**config.mk**
```make
export PLATFORM = sky130hd
export DESIGN_NAME = infix_to_postfix_converter
export DESIGN_NICKNAME = d
export VERILOG_FILES = /design/src/rtl/i2p_pkg.sv /design/src/rtl/i2p_datapath.sv /design/src/rtl/i2p_ctrl.sv /design/src/rtl/infix_to_postfix_converter.sv
export SDC_FILE = /design/constraint.sdc
export NUM_CORES = 1
export LEC_CHECK = 0
export BUFFER_PORTS_ARGS = -buffer_cell sky130_fd_sc_hd__buf_2
export CORE_ASPECT_RATIO = 2
export CORE_MARGIN = 2
export CORE_UTILIZATION = 40
export CTS_CLUSTER_DIAMETER = 40
export DETAILED_ROUTE_END_ITERATION = 7
export PLACE_DENSITY = 0.65
export SYNTH_ARGS = -nofsm -noshare
export SYNTH_HDL_FRONTEND = slang
export SYNTH_SLANG_ARGS = --single-unit
```
**constraint.sdc**
```tcl
create_clock -name clk -period 11.2 [get_ports clk]
set_input_delay 2.24 -clock clk [delete_from_list [all_inputs] [get_ports clk]]
set_output_delay 2.24 -clock clk [all_outputs]
set_load 0.01 [all_outputs]
```
**src/rtl/i2p_pkg.sv**
```systemverilog
// ----------------------------------------------------------------------------
// i2p_pkg
// Shared types, constants and helper functions of the infix to postfix
// converter: operator codes, precedence, controller commands and status.
// ----------------------------------------------------------------------------
package i2p_pkg;

    localparam int STACK_DEPTH = 32;
    localparam int STK_AW      = (STACK_DEPTH > 1) ? $clog2(STACK_DEPTH) : 1;
    localparam int CNT_W       = $clog2(STACK_DEPTH + 1);

    typedef logic [2:0] op_code_t;
    typedef logic [2:0] prec_t;
    typedef logic [1:0] err_t;

    localparam op_code_t CODE_NONE = 3'd0;
    localparam op_code_t CODE_OPEN = 3'd1;
    localparam op_code_t CODE_ADD  = 3'd2;
    localparam op_code_t CODE_SUB  = 3'd3;
    localparam op_code_t CODE_MUL  = 3'd4;
    localparam op_code_t CODE_DIV  = 3'd5;
    localparam op_code_t CODE_MOD  = 3'd6;
    localparam op_code_t CODE_POW  = 3'd7;

    localparam err_t ERR_NONE  = 2'd0;
    localparam err_t ERR_CLOSE = 2'd1;
    localparam err_t ERR_OVF   = 2'd2;
    localparam err_t ERR_OPEN  = 2'd3;

    localparam logic [7:0] CH_NUL   = 8'h00;
    localparam logic [7:0] CH_TAB   = 8'h09;
    localparam logic [7:0] CH_SPACE = 8'h20;
    localparam logic [7:0] CH_MOD   = 8'h25;
    localparam logic [7:0] CH_OPEN  = 8'h28;
    localparam logic [7:0] CH_CLOSE = 8'h29;
    localparam logic [7:0] CH_MUL   = 8'h2A;
    localparam logic [7:0] CH_ADD   = 8'h2B;
    localparam logic [7:0] CH_SUB   = 8'h2D;
    localparam logic [7:0] CH_DIV   = 8'h2F;
    localparam logic [7:0] CH_POW   = 8'h5E;

    localparam prec_t PREC_ZERO  = 3'd0;
    localparam prec_t PREC_ADD   = 3'd1;
    localparam prec_t PREC_MUL   = 3'd2;
    localparam prec_t PREC_POW   = 3'd3;
    // '(' as incoming item pops nothing
    localparam prec_t PREC_NOPOP = 3'd4;

    typedef enum logic [2:0] {
        S_IDLE,
        S_SPACE,
        S_POP,
        S_TAIL,
        S_OPERAND,
        S_END_POP,
        S_END_MARK
    } state_t;

    typedef enum logic [1:0] {
        EM_SPACE,
        EM_CHAR,
        EM_TOP,
        EM_MARK
    } emit_sel_t;

    typedef struct packed {
        logic      use_input;
        logic      latch;
        logic      emit;
        emit_sel_t emit_sel;
        logic      last;
        logic      done;
        logic      push;
        logic      pop;
        logic      set_err;
        err_t      err_code;
        logic      set_inop;
        logic      clear_inop;
        logic      clear_all;
    } cmd_t;

    typedef struct packed {
        logic in_end;
        logic in_ignore;
        logic in_operand;
        logic item_end;
        logic item_close;
        logic inop;
        logic err_set;
        logic pop_go;
        logic pop_more;
        logic marker_now;
        logic marker_after_pop;
        logic top_open;
        logic cnt_zero;
        logic out_free;
    } stat_t;

    function automatic op_code_t char_code(input logic [7:0] c);
        op_code_t r;
        case (c)
            CH_OPEN: r = CODE_OPEN;
            CH_ADD:  r = CODE_ADD;
            CH_SUB:  r = CODE_SUB;
            CH_MUL:  r = CODE_MUL;
            CH_DIV:  r = CODE_DIV;
            CH_MOD:  r = CODE_MOD;
            CH_POW:  r = CODE_POW;
            default: r = CODE_NONE;
        endcase
        return r;
    endfunction

    function automatic logic [7:0] code_char(input op_code_t code);
        logic [7:0] r;
        case (code)
            CODE_OPEN: r = CH_OPEN;
            CODE_ADD:  r = CH_ADD;
            CODE_SUB:  r = CH_SUB;
            CODE_MUL:  r = CH_MUL;
            CODE_DIV:  r = CH_DIV;
            CODE_MOD:  r = CH_MOD;
            CODE_POW:  r = CH_POW;
            default:   r = CH_NUL;
        endcase
        return r;
    endfunction

    function automatic prec_t prec_of(input op_code_t code);
        prec_t r;
        case (code)
            CODE_POW: r = PREC_POW;
            CODE_MUL: r = PREC_MUL;
            CODE_DIV: r = PREC_MUL;
            CODE_MOD: r = PREC_MUL;
            CODE_ADD: r = PREC_ADD;
            CODE_SUB: r = PREC_ADD;
            default:  r = PREC_ZERO;
        endcase
        return r;
    endfunction

    // stacked entry gets popped by an item of precedence p
    function automatic logic can_pop(input op_code_t entry, input prec_t p);
        return (entry != CODE_OPEN) && (prec_of(entry) >= p);
    endfunction

endpackage

```
**src/rtl/i2p_datapath.sv**
```systemverilog
// ----------------------------------------------------------------------------
// i2p_datapath
// Item register, operator stack with cached top and second entries, sticky
// error and operand flags, and the output register.
// ----------------------------------------------------------------------------
module i2p_datapath
(
    input  logic             clk,
    input  logic             rst_n,
    input  logic [7:0]       in_char,
    input  logic             in_end,
    input  i2p_pkg::cmd_t    cmd,
    output i2p_pkg::stat_t   stat,
    input  logic             out_ready,
    output logic             out_valid,
    output logic [7:0]       out_char,
    output logic             out_char_valid,
    output logic             out_last,
    output logic             out_done,
    output i2p_pkg::err_t    out_err
);

    logic [7:0]                   item_char_reg;
    i2p_pkg::op_code_t            item_code_reg;
    logic                         item_close_reg;
    logic                         item_end_reg;

    logic [i2p_pkg::CNT_W-1:0]    cnt_reg;
    logic [i2p_pkg::CNT_W-1:0]    cnt_next;
    i2p_pkg::op_code_t            top_reg;
    i2p_pkg::op_code_t            top_next;
    i2p_pkg::op_code_t            sec_reg;
    i2p_pkg::op_code_t            mem [i2p_pkg::STACK_DEPTH];
    logic [i2p_pkg::CNT_W-1:0]    rd_full;
    logic [i2p_pkg::STK_AW-1:0]   rd_addr;
    logic [i2p_pkg::STK_AW-1:0]   wr_addr;

    i2p_pkg::err_t                error_reg;
    i2p_pkg::err_t                error_next;
    logic                         inop_reg;
    logic                         inop_next;

    logic                         out_valid_reg;
    logic [7:0]                   out_char_reg;
    logic                         out_cv_reg;
    logic                         out_last_reg;
    logic                         out_done_reg;
    i2p_pkg::err_t                out_err_reg;
    logic [7:0]                   emit_char;
    logic                         out_free;

    i2p_pkg::op_code_t            live_code;
    logic                         live_close;
    logic                         live_ws;
    i2p_pkg::op_code_t            cur_code;
    logic                         cur_close;
    i2p_pkg::prec_t               cur_p;

    assign live_code  = i2p_pkg::char_code(in_char);
    assign live_close = (in_char == i2p_pkg::CH_CLOSE);
    assign live_ws    = (in_char == i2p_pkg::CH_SPACE) || (in_char == i2p_pkg::CH_TAB);

    assign cur_code  = cmd.use_input ? live_code  : item_code_reg;
    assign cur_close = cmd.use_input ? live_close : item_close_reg;

    always_comb
    begin
        if (cur_close)
        begin
            cur_p = i2p_pkg::PREC_ZERO;
        end
        else if (cur_code == i2p_pkg::CODE_OPEN)
        begin
            cur_p = i2p_pkg::PREC_NOPOP;
        end
        else
        begin
            cur_p = i2p_pkg::prec_of(cur_code);
        end
    end

    assign out_free = !out_valid_reg || out_ready;

    always_comb
    begin
        stat.in_end           = in_end;
        stat.in_ignore        = (error_reg != i2p_pkg::ERR_NONE) || live_ws;
        stat.in_operand       = (live_code == i2p_pkg::CODE_NONE) && !live_close;
        stat.item_end         = item_end_reg;
        stat.item_close       = item_close_reg;
        stat.inop             = inop_reg;
        stat.err_set          = (error_reg != i2p_pkg::ERR_NONE);
        stat.pop_go           = (cnt_reg != '0) && i2p_pkg::can_pop(top_reg, cur_p);
        stat.pop_more         = (cnt_reg > i2p_pkg::CNT_W'(1))
                                && i2p_pkg::can_pop(sec_reg, cur_p);
        stat.marker_now       = cur_close ? (cnt_reg == '0)
                                          : (cnt_reg == i2p_pkg::CNT_W'(i2p_pkg::STACK_DEPTH));
        stat.marker_after_pop = cur_close && (cnt_reg == i2p_pkg::CNT_W'(1));
        stat.top_open         = (top_reg == i2p_pkg::CODE_OPEN);
        stat.cnt_zero         = (cnt_reg == '0);
        stat.out_free         = out_free;
    end

    // stack pointer and cached top; second entry follows from memory
    always_comb
    begin
        cnt_next = cnt_reg;
        top_next = top_reg;
        if (cmd.clear_all)
        begin
            cnt_next = '0;
        end
        else if (cmd.push)
        begin
            cnt_next = cnt_reg + i2p_pkg::CNT_W'(1);
            top_next = cur_code;
        end
        else if (cmd.pop)
        begin
            cnt_next = cnt_reg - i2p_pkg::CNT_W'(1);
            top_next = sec_reg;
        end
    end

    assign rd_full = cnt_next - i2p_pkg::CNT_W'(2);
    assign rd_addr = rd_full[i2p_pkg::STK_AW-1:0];
    assign wr_addr = cnt_reg[i2p_pkg::STK_AW-1:0];

    always_ff @(posedge clk)
    begin
        if (cmd.push)
        begin
            mem[wr_addr] <= cur_code;
        end
        sec_reg <= mem[rd_addr];
    end

    always_comb
    begin
        error_next = error_reg;
        inop_next  = inop_reg;
        if (cmd.clear_all)
        begin
            error_next = i2p_pkg::ERR_NONE;
            inop_next  = 1'b0;
        end
        else
        begin
            if (cmd.set_err)
            begin
                error_next = cmd.err_code;
            end
            if (cmd.clear_inop)
            begin
                inop_next = 1'b0;
            end
            else if (cmd.set_inop)
            begin
                inop_next = 1'b1;
            end
        end
    end

    always_comb
    begin
        case (cmd.emit_sel)
            i2p_pkg::EM_SPACE: emit_char = i2p_pkg::CH_SPACE;
            i2p_pkg::EM_CHAR:  emit_char = item_char_reg;
            i2p_pkg::EM_TOP:   emit_char = i2p_pkg::code_char(top_reg);
            i2p_pkg::EM_MARK:  emit_char = i2p_pkg::CH_NUL;
            default:           emit_char = i2p_pkg::CH_NUL;
        endcase
    end

    always_ff @(posedge clk or negedge rst_n)
    begin
        if (!rst_n)
        begin
            cnt_reg       <= '0;
            error_reg     <= i2p_pkg::ERR_NONE;
            inop_reg      <= 1'b0;
            out_valid_reg <= 1'b0;
        end
        else
        begin
            cnt_reg   <= cnt_next;
            error_reg <= error_next;
            inop_reg  <= inop_next;
            if (cmd.emit)
            begin
                out_valid_reg <= 1'b1;
            end
            else if (out_ready)
            begin
                out_valid_reg <= 1'b0;
            end
        end
    end

    always_ff @(posedge clk)
    begin
        top_reg <= top_next;
        if (cmd.latch)
        begin
            item_char_reg  <= in_char;
            item_code_reg  <= live_code;
            item_close_reg <= live_close;
            item_end_reg   <= in_end;
        end
        if (cmd.emit)
        begin
            out_char_reg <= emit_char;
            out_cv_reg   <= (cmd.emit_sel != i2p_pkg::EM_MARK);
            out_last_reg <= cmd.last;
            out_done_reg <= cmd.done;
            out_err_reg  <= cmd.set_err ? cmd.err_code : error_reg;
        end
    end

    assign out_valid      = out_valid_reg;
    assign out_char       = out_char_reg;
    assign out_char_valid = out_cv_reg;
    assign out_last       = out_last_reg;
    assign out_done       = out_done_reg;
    assign out_err        = out_err_reg;

    a_push_room: assert property (@(posedge clk) disable iff (!rst_n)
        cmd.push |-> (cnt_reg < i2p_pkg::CNT_W'(i2p_pkg::STACK_DEPTH)))
        else $error("push onto full stack");

    a_pop_nonempty: assert property (@(posedge clk) disable iff (!rst_n)
        cmd.pop |-> (cnt_reg != '0))
        else $error("pop from empty stack");

    a_emit_free: assert property (@(posedge clk) disable iff (!rst_n)
        cmd.emit |-> out_free)
        else $error("output register overwritten");

    a_done_clears: assert property (@(posedge clk) disable iff (!rst_n)
        (cmd.emit && cmd.done) |=> ((cnt_reg == '0) && (error_reg == i2p_pkg::ERR_NONE)
                                    && !inop_reg))
        else $error("state not cleared after end of expression");

endmodule

```
**src/rtl/i2p_ctrl.sv**
```systemverilog
// ----------------------------------------------------------------------------
// i2p_ctrl
// Sequencer: accepts one character per request, then steps through operand
// close, stack pops, push or close and end-of-expression drain.
// ----------------------------------------------------------------------------
module i2p_ctrl
(
    input  logic             clk,
    input  logic             rst_n,
    input  logic             in_valid,
    output logic             in_ready,
    input  i2p_pkg::stat_t   stat,
    output i2p_pkg::cmd_t    cmd
);

    i2p_pkg::state_t state_reg;
    i2p_pkg::state_t state_next;

    always_ff @(posedge clk or negedge rst_n)
    begin
        if (!rst_n)
        begin
            state_reg <= i2p_pkg::S_IDLE;
        end
        else
        begin
            state_reg <= state_next;
        end
    end

    assign in_ready = (state_reg == i2p_pkg::S_IDLE);

    always_comb
    begin
        state_next   = state_reg;
        cmd          = '0;
        cmd.emit_sel = i2p_pkg::EM_MARK;
        cmd.err_code = i2p_pkg::ERR_NONE;
        case (state_reg)
            i2p_pkg::S_IDLE:
            begin
                cmd.use_input = 1'b1;
                if (in_valid)
                begin
                    cmd.latch = 1'b1;
                    if (stat.in_end)
                    begin
                        if (stat.err_set)
                            state_next = i2p_pkg::S_END_MARK;
                        else if (stat.inop)
                            state_next = i2p_pkg::S_SPACE;
                        else
                            state_next = i2p_pkg::S_END_POP;
                    end
                    else if (stat.in_ignore)
                        state_next = i2p_pkg::S_IDLE;
                    else if (stat.in_operand)
                        state_next = i2p_pkg::S_OPERAND;
                    else if (stat.inop)
                        state_next = i2p_pkg::S_SPACE;
                    else if (stat.pop_go)
                        state_next = i2p_pkg::S_POP;
                    else
                        state_next = i2p_pkg::S_TAIL;
                end
            end
            i2p_pkg::S_SPACE:
            begin
                if (stat.out_free)
                begin
                    cmd.emit       = 1'b1;
                    cmd.emit_sel   = i2p_pkg::EM_SPACE;
                    cmd.clear_inop = 1'b1;
                    cmd.last       = !stat.item_end && !stat.pop_go && !stat.marker_now;
                    if (stat.item_end)
                        state_next = i2p_pkg::S_END_POP;
                    else if (stat.pop_go)
                        state_next = i2p_pkg::S_POP;
                    else
                        state_next = i2p_pkg::S_TAIL;
                end
            end
            i2p_pkg::S_POP:
            begin
                if (stat.out_free)
                begin
                    cmd.emit     = 1'b1;
                    cmd.emit_sel = i2p_pkg::EM_TOP;
                    cmd.pop      = 1'b1;
                    cmd.last     = !stat.pop_more && !stat.marker_after_pop;
                    state_next   = stat.pop_more ? i2p_pkg::S_POP : i2p_pkg::S_TAIL;
                end
            end
            i2p_pkg::S_TAIL:
            begin
                if (!stat.marker_now)
                begin
                    cmd.pop    = stat.item_close;
                    cmd.push   = !stat.item_close;
                    state_next = i2p_pkg::S_IDLE;
                end
                else if (stat.out_free)
                begin
                    cmd.set_err  = 1'b1;
                    cmd.err_code = stat.item_close ? i2p_pkg::ERR_CLOSE : i2p_pkg::ERR_OVF;
                    cmd.emit     = 1'b1;
                    cmd.emit_sel = i2p_pkg::EM_MARK;
                    cmd.last     = 1'b1;
                    state_next   = i2p_pkg::S_IDLE;
                end
            end
            i2p_pkg::S_OPERAND:
            begin
                if (stat.out_free)
                begin
                    cmd.emit     = 1'b1;
                    cmd.emit_sel = i2p_pkg::EM_CHAR;
                    cmd.last     = 1'b1;
                    cmd.set_inop = 1'b1;
                    state_next   = i2p_pkg::S_IDLE;
                end
            end
            i2p_pkg::S_END_POP:
            begin
                if (stat.cnt_zero)
                begin
                    state_next = i2p_pkg::S_END_MARK;
                end
                else if (stat.top_open)
                begin
                    cmd.pop      = 1'b1;
                    cmd.set_err  = 1'b1;
                    cmd.err_code = i2p_pkg::ERR_OPEN;
                end
                else if (stat.out_free)
                begin
                    cmd.emit     = 1'b1;
                    cmd.emit_sel = i2p_pkg::EM_TOP;
                    cmd.pop      = 1'b1;
                end
            end
            i2p_pkg::S_END_MARK:
            begin
                if (stat.out_free)
                begin
                    cmd.emit      = 1'b1;
                    cmd.emit_sel  = i2p_pkg::EM_MARK;
                    cmd.last      = 1'b1;
                    cmd.done      = 1'b1;
                    cmd.clear_all = 1'b1;
                    state_next    = i2p_pkg::S_IDLE;
                end
            end
            default:
            begin
                state_next = i2p_pkg::S_IDLE;
            end
        endcase
    end

endmodule

```
**src/rtl/infix_to_postfix_converter.sv**
```systemverilog
// ----------------------------------------------------------------------------
// infix_to_postfix_converter
// Shunting-yard conversion of an infix character stream to postfix text.
// ----------------------------------------------------------------------------
// Input channel s_axis: one expression character per request; tlast marks
// the end of the expression (character ignored, drains the operator stack).
// Output channel m_axis: one postfix character or marker per request.
// tuser flags a real character, tlast marks the last result of an input
// request, tdata carries the expression-done bit and the sticky error code.
// Work per input request:
//   space, tab, or any character after an error: ignored, nothing emitted
//   operand character: echoed; '(' or an operator with nothing to pop: pushed
//   operator or ')': a space first when an operand is open, then each
//   popped stack entry (one stack entry leaves per cycle while the output is free)
//   end marker: a space for an open operand, every stacked operator, then the
//   done marker; only the marker when an error is already set
// Each result is registered in the output register; an end marker drops every
// stacked '(' without a result and sets the open error.
// Reset empties the stack and clears the error and operand state; stack
// memory contents are not cleared. When m_axis_tready is low the pending
// result holds in the output register and the sequencer waits.
// ----------------------------------------------------------------------------
module infix_to_postfix_converter
(
    input  logic        clk,
    input  logic        rst_n,
    input  logic        s_axis_tvalid,
    output logic        s_axis_tready,
    input  logic [7:0]  s_axis_tdata,   // [7:0] char_in
    input  logic        s_axis_tlast,
    output logic        m_axis_tvalid,
    input  logic        m_axis_tready,
    output logic [15:0] m_axis_tdata,   // [7:0] char_out, [8] expr_done, [10:9] error_code
    output logic        m_axis_tuser,   // [0] char_valid
    output logic        m_axis_tlast
);

    i2p_pkg::cmd_t  cmd;
    i2p_pkg::stat_t stat;
    logic [7:0]     out_char;
    logic           out_done;
    i2p_pkg::err_t  out_err;

    i2p_ctrl u_ctrl
    (
        .clk      (clk),
        .rst_n    (rst_n),
        .in_valid (s_axis_tvalid),
        .in_ready (s_axis_tready),
        .stat     (stat),
        .cmd      (cmd)
    );

    i2p_datapath u_datapath
    (
        .clk            (clk),
        .rst_n          (rst_n),
        .in_char        (s_axis_tdata),
        .in_end         (s_axis_tlast),
        .cmd            (cmd),
        .stat           (stat),
        .out_ready      (m_axis_tready),
        .out_valid      (m_axis_tvalid),
        .out_char       (out_char),
        .out_char_valid (m_axis_tuser),
        .out_last       (m_axis_tlast),
        .out_done       (out_done),
        .out_err        (out_err)
    );

    assign m_axis_tdata = {5'b0, out_err, out_done, out_char};

endmodule

```
## After elaboration in Yosys (flattened, before gate mapping)

Memory sizes are Yosys's and may differ from the RTL's. A register that Yosys moved wholly into a read port is not among the register bits.
Cells that the tools add are included.

| word-level totals | value |
|---|---|
| bits in registers | 42 |
| RAM bits | 96 |
| input bits | 13 |
| word-level logic and storage cells | 177 |
| memories | 1 |

| cells by class | value |
|---|---|
| $add $sub $neg | 3 |
| order comparisons | 3 |
| equality and inequality tests | 48 |
| multiplexer cells | 68 |
| bitwise operators | 1 |
| reductions and logical operators | 38 |

Memory list:

| name | depth | bits a word | read ports | clocked after Yosys merged registers in | wr ports | line | RTL |
|---|---|---|---|---|---|---|---|
| u_datapath.mem | 32 | 3 | 1 | 1 | 1 | i2p_datapath.sv:33 | `i2p_pkg::op_code_t mem [i2p_pkg::STACK_DEPTH];` |

Operators by type and width:

| kind | count |
|---|---|
| $mux 3 | 24 |
| $eq 8x6->1 const B | 8 |
| $pmux 7 s7 | 1 |
| $eq 3x3->1 const B | 15 |
| $pmux 3 s6 | 2 |
| $pmux 8 s4 | 1 |
| $eq 3x2->1 const B | 8 |
| $mux 4 | 6 |
| $pmux 3 s7 | 1 |
| $mux 1 | 18 |
| $mux 6 | 3 |
| $pmux 2 s3 | 3 |
| $mux 2 | 5 |
| $eq 3x1->1 const B | 3 |
| $logic_and 1x1->1 | 9 |
| $reduce_or 3->1 | 3 |
| $eq 8x4->1 const B | 1 |
| $eq 8x7->1 const B | 1 |
| $logic_not 1->1 | 8 |
| $reduce_or 2->1 | 4 |
| $add 6x1->6 const B | 1 |
| $eq 6x1->1 const B | 1 |
| $eq 6x6->1 const B | 1 |
| $ge 2x3->1 | 2 |
| 22 further kinds | 32 |

## Depth between registers and ports, before layout

Gate-level depths: netlist of run 1.

| logic depth | value |
|---|---|
| word-level depth | 18 |
| mapped depth | 15 |
| gate-level depth less buffers | 13 |

## Modules after synthesis

From an unflattened synthesis of run 1, not the netlist that was laid out.

| unflattened totals | value |
|---|---|
| cell total of the unflattened synthesis | 517 |
| area total of the unflattened synthesis | 6889.1 µm² |

Modules (own cells, without submodules):

| module | times used | cells each | area each (µm²) |
|---|---|---|---|
| i2p_datapath | 1 | 430 | 6287.3 |
| i2p_ctrl | 1 | 80 | 553.0 |
| infix_to_postfix_converter | 1 | 7 | 48.8 |

## Worst setup path before layout of run 1

Ideal clock, no wire load.

| timing | value |
|---|---|
| kind | input -> register |
| from | in s_axis_tdata[4] |
| to | reg u_datapath.out_char_reg[0], in the netlist u_datapath.out_char[0], enable pin |
| library setup time | 0.405 ns |
| data arrival time | 4.831 ns |
| slack | 5.964 ns |
| cell stages on the path | 7 |
| path through | or3_1 > o41ai_1 > xnor2_1 > nand2_1 > o21ai_1 > nand2_1 > a211oi_1 |

RTL lines:

| what | line | RTL |
|---|---|---|
| start: declaration | infix_to_postfix_converter.sv:29 | `input logic [7:0] s_axis_tdata,` |
| end signal: assignment | i2p_datapath.sv:212 | `out_char_reg <= emit_char;` |
| end: declaration | i2p_datapath.sv:44 | `logic [7:0] out_char_reg;` |

==> summary.txt, run 1 <==
Setup CP Type: input pin to register
largest net degree at the start of global routing: 50
clk_lat worst skew: 0.43 ns
via count: 4274
row count: 68
crit path max fanout: 14
gpl congestion: 0.863
DRT Pass-1 Iters: 5
average cell area after synthesis: 13.4 sq um
Critical Path RT: 11.24 ns
post-layout minimum cycle time: 5.32 ns
per-cell routed wire length: 20.3 microns
Slew Viols, Final: 0
die area: 18600 sq um
Worst Setup SP: s_axis_tdata[4]
Post-Synth Adder-Cell Area: 1.61%
Slew @ Worst Pin: 1.17 ns
Synth Area in Simple Gates: 12.2%
yosys warns: 0
Initial Utilization: 40.7%
Max Freq: 188 MHz
FF+latch area: 4140 sq um
largest family of logic cells by synthesized area: multiplexers
Root Driver: clkbuf_16
Compound-Gate Fraction of Synth Area: 8.60%
H-tree depth: 4
Max IR drop VDD: 0.000187 V
Hold Buf Count CTS: 0
CP Capture Type: register
drt total wl: 15.5 mm
CTS tree: done
max cap viols: 0
ant diodes: 0
share of cells above drive strength 1: 15.9%
CTS Sinks: 141
Final Hold Violating Endpoints: 0
status: complete, no violations
top_reg_cell synth: edfxtp_1
IO buf count: 27
Avg Vias per Cell: 5.59
most common cell after layout, fill and taps aside: edfxtp_1
Area Growth Syn to Fin: 11.8%
Final nets: 563
DRT antenna net count: 0
part of the cycle the worst path needs: 47.5%
CP Launch Type: input pin
Hold Path Class: register to register
Netlist cell types: 73
vias in the first global route: 4404
die span in x: 97.5 microns
CORE AREA: 17200 sq um
CTS buffer count: 17
CTS clk-pin slew, worst paths: 0.06 ns
num ports: 33
number of antenna violations at the first check in global routing: 0
total grt overflow: 0
hpwl dp: 11.1 mm
skew final: 0.00958 ns
r2r startpoint: u_datapath.cnt_reg[0]
post-synthesis sequential area ratio: 59.1%
clock buffer depth: 2
Mapped Area: 7000 sq um
Fillers: 1521
Post-CTS Resized: 0
most frequent cells in the layout: edfxtp_1, mux2i_1, nor2_1
fraction of registers with async set/reset: 9.22%
Slew headroom: 21.7%
hold wc startpoint: u_datapath.item_char_reg[4]
flops & latches, synth: 141
xor and xnor area share after synthesis: 1.23%
setup TNS: 0 ns
number of enable flip-flop cells after synthesis: 125
RSZ-0062 raised after global routing: false
Critical Path AT: 5.36 ns
Cells after Synth: 523
Initial DRC Count: 269
post-CTS setup buffers: 0
max reg flops: 96
power density cells: 320 nW/um^2
die extent in y: 191 microns
Leakage: 0.00288 uW
Final setup viols: 0
global-route wire length before repair: 24.0 mm
Total GRT Usage: 17.1%
utilization after layout: 45.5%
mux cell area share after synthesis: 13.7%
DRC: 0
area used by multi-input combinational logic: 2630 sq um
-- final timing paths --
path,endpoint,slack (ns),depth (start not counted)
min reg2reg,u_datapath.out_char[4],0.54,1
min,u_datapath.out_char[4],0.54,1
max,u_datapath.out_char[0],5.88,8
min in group asynchronous,u_ctrl.state_reg[0],1.71,1
max reg2reg,u_datapath.sec_reg[1],6.96,11
max in group asynchronous,u_datapath.cnt_reg[3],9.23,1
-- Yosys cell counts (all sizes together), types with 4 or more instances --
cell	count	share of area, %
mux2	5	0.80
dfrtp	13	4.6
nand2b	14	1.3
o21ai	21	1.7
ha	9	1.6
nor3	11	0.79
edfxtp	125	54
and2	4	0.36
mux4	12	4.4
mux2i	58	8.5
inv	13	0.70
or3	5	0.45
and3b	4	0.50
a21oi	13	0.93
nand3	10	0.72
o31ai	6	0.64
xnor2	5	0.73
clkbuf	16	0.86
buf	17	2.0
nand2	29	1.6
nor3b	4	0.59
nor2	51	2.9
a211oi	4	0.43
or2	7	0.63
a21o	4	0.43
nand3b	4	0.43
xor2	4	0.50
nor2b	5	0.45
-- cell families after synthesis --
| group | after synthesis |
|---|---|
| fa+ha+maj | 9 |
| flops | 141 |
| simple gates | 159 |
| compound gates | 83 |
| other cells | 1 |
| mux | 75 |
| buf+inv | 46 |
| xor+xnor | 9 |
-- worst max-delay path: stages --
cell	delay, ns
buf_2	0.12
or3_1	0.41
o41ai_1	0.95
xnor2_1	0.21
nand2_1	0.15
o21ai_1	0.19
nand2_1	0.10
a211oi_2	0.98
-- where the power goes --
group | switching [uW] | internal [uW]
clock network | 222 | 352
logic | 622 | 483
registers | 99.1 | 728
-- layout make-up --
class | count | area share, %
Tap cell | 210 | 3.36
Timing Repair Buffer | 28 | 1.82
Clock buffer | 19 | 5.53
Clock inverter | 13 | 2.11
Multi-Input combinational cell | 340 | 33.6
Sequential cell | 141 | 52.9
Inverter | 13 | 0.624
-- metal layers --
layer | global-route usage, % | part of all wire, % | vias to the layer above
li1 | - | - | 2022
met1 | 15.4 | 33 | 2090
met2 | 32.8 | 57 | 113
met3 | 4.02 | 3.1 | 49
met4 | 11.8 | 6.1 | 0
met5 | 0 | 0 | -
-- per-stage QoR --
stage / power (uW) / hold slack, ns / instances / instance area, sq um / setup slack (ns)
2_1_floorplan: 1690 / 0.495 / 527 / 7010 / 5.96
3_3_place_gp: 1920 / 0.536 / 732 / 7230 / 5.54
3_5_place_dp: 1950 / 0.526 / 732 / 7230 / 5.48
4_1_cts: 2520 / 0.542 / 764 / 7820 / 5.92
5_1_grt: 2630 / 0.557 / 764 / 7820 / 5.66
6_report: 2510 / 0.538 / 764 / 7820 / 5.88
(Power assumes the default switching activity.)
==> run 2, diff against run 1 <==
Settings changed: PLACE_DENSITY 0.65 to 0.67.
Clock period 11.2 ns to 4.4 ns, I/O delays scaled along.
==> run 2 against run 1 <==
  * Combinational power rose to 2.7 times the previous value
  * Sequential share of layout area fell by 0.66 points
  * Count of clock-buffer cells in the layout shrank 2
  * Die area did not move
  * Largest cell class unchanged
  * Register-to-register slack got worse by 6.3 ns
  * Largest power group unchanged
  * Clock power up 140%
  * Design area increased by 1.3%
  * Core utilization rose by 0.58 points
==> summary.txt, run 2 (same netlist as run 1, synthesis figures left out) <==
gpl congestion: 0.874
Avg Vias per Cell: 5.67
vias in the first global route: 4559
RSZ-0062 raised after global routing: false
Total GRT Usage: 17.0%
min setup slack post-route: 0.692 ns
global-route wire length before repair: 24.1 mm
IO buf count: 27
DRT Pass-1 Iters: 4
CP max-delay cell: or4b_4
r2r startpoint: u_datapath.cnt_reg[1]
clock buffer depth: 2
Fillers: 1515
skew final: 0.00705 ns
Post-CTS Resized: 0
buffers and inverters on the worst path: 2
CTS clk-pin slew, worst paths: 0.06 ns
die extent in y: 191 microns
Reg2Reg Depth: 13
total grt overflow: 0
post-CTS setup buffers: 0
CP Depth: 13
DRT antenna net count: 0
Final nets: 578
final instance area: 7920 sq um
CP delay by family, top: simple AND/OR/NAND/NOR gates
CP Capture Type: register
largest net degree at the start of global routing: 37
Initial Utilization: 40.7%
R2R Path End: u_datapath.sec_reg[0]
clk_lat worst skew: 0.42 ns
Leakage: 0.00293 uW
Hold Path Class: input pin to asynchronous set/reset pin
Critical Path AT: 4.07 ns
max reg flops: 96
Top cell by count, worst path: ha_1
Slew @ Worst Pin: 1.05 ns
dpl cell area: 7350 sq um
most frequent cells in the layout: edfxtp_1, mux2i_1, nor2_1
Final Hold Violating Endpoints: 0
share of cells above drive strength 1: 18.1%
Slew Viols, Final: 0
post-layout minimum cycle time: 3.71 ns
CP peak stage delay: 0.55 ns
num ports: 33
Final setup viols: 0
die span in x: 97.5 microns
number of antenna violations at the first check in global routing: 0
CORE AREA: 17200 sq um
CTS buffer count: 17
DP Worst Slack: 0.662 ns
Hold Buf Count CTS: 0
Max Freq: 270 MHz
hpwl dp: 11.0 mm
via count: 4420
CP Launch Type: register
status: complete, no violations
hold_ws: 0.352 ns
DRC: 0
max cap viols: 0
Area Growth Syn to Fin: 13.2%
ant diodes: 0
Critical Path RT: 4.77 ns
most common cell after layout, fill and taps aside: edfxtp_1
H-tree depth: 4
CTS tree: done
Root Driver: clkbuf_16
die area: 18600 sq um
CTS Sinks: 141
Max IR drop VDD: 0.000350 V
worst reg-to-reg setup slack: 0.69 ns
Slew headroom: 30.1%
part of the cycle the worst path needs: 84.3%
Setup CP Type: register to register
setup TNS: 0 ns
drt total wl: 15.4 mm
CP cell instances: inv_1 -> ha_1 -> or4b_4 -> o22ai_2 -> o21ai_2 -> a21boi_1 -> xor2_1 -> or2_2 -> ha_1 -> buf_4 -> mux4_1 -> mux2i_1 -> mux2_2
Initial DRC Count: 299
power density cells: 810 nW/um^2
per-cell routed wire length: 19.8 microns
row count: 68
crit path max fanout: 7
[run 2: cell types whose count changed in the layout (fill, tap and decap cells not counted)]
cell,before,now
clkbuf_1,2,0
buf_12,0,1
buf_4,1,15
clkinv_1,0,2
bufinv_16,3,2
clkinv_4,3,0
clkinvlp_4,1,5
[run 2: final cells by class]
class                   count  area [sq um]  area share, %
flip-flops and latches    141          4140           52.2
multi-input cells         340          2630           33.2
clock buffers              17           425           5.37
repair buffers             43           268           3.38
well taps                 210           263           3.32
clock inverters            15           146           1.85
inverters                  13          48.8          0.616
[run 2: worst max path at each step]
stage,from,endpoint
final,u_datapath.cnt_reg[1],u_datapath.sec_reg[0]
after global routing,u_datapath.cnt_reg[1],u_datapath.sec_reg[0]
after CTS,u_datapath.cnt_reg[1],u_datapath.sec_reg[2]
after detailed placement,m_axis_tready,u_datapath.sec_reg[0]
after global placement,s_axis_tdata[4],u_datapath.out_char[2]
after floorplan,s_axis_tdata[4],u_datapath.out_char[0]
[run 2: power by group]
part           total (uW)  switching [uW]  internal, uW
Clock                1380             552           830
Combinational        2980            1650          1340
Sequential           2050             198          1850
[run 2: metal layers]
metal	routed length (microns)	vias up	GRT usage, %
li1	-	2052	-
met1	5290	2201	16.1
met2	8960	128	33.2
met3	481	39	2.93
met4	691	0	9.99
met5	0	-	0
[run 2: stage by stage]
step | std cells | total power (uW) | utilization (%)
CTS | 779 | 6460 | 46.1
floorplan | 527 | 4290 | -
finish | 779 | 6410 | 46.1
detailed placement | 747 | 5070 | 42.8
global placement | 747 | 4990 | 42.8
global route | 779 | 6770 | 46.1
[run 2: worst reg2reg max path, delay by kind of cell, from the launching register on]
family / cells / cell delay (ns)
xor+xnor: 1 / 0.10
simple gates: 2 / 0.87
mux: 3 / 0.63
fa+ha+maj: 2 / 0.71
buf+inv: 2 / 0.38
flops: 1 / 0.47
compound gates: 3 / 0.49
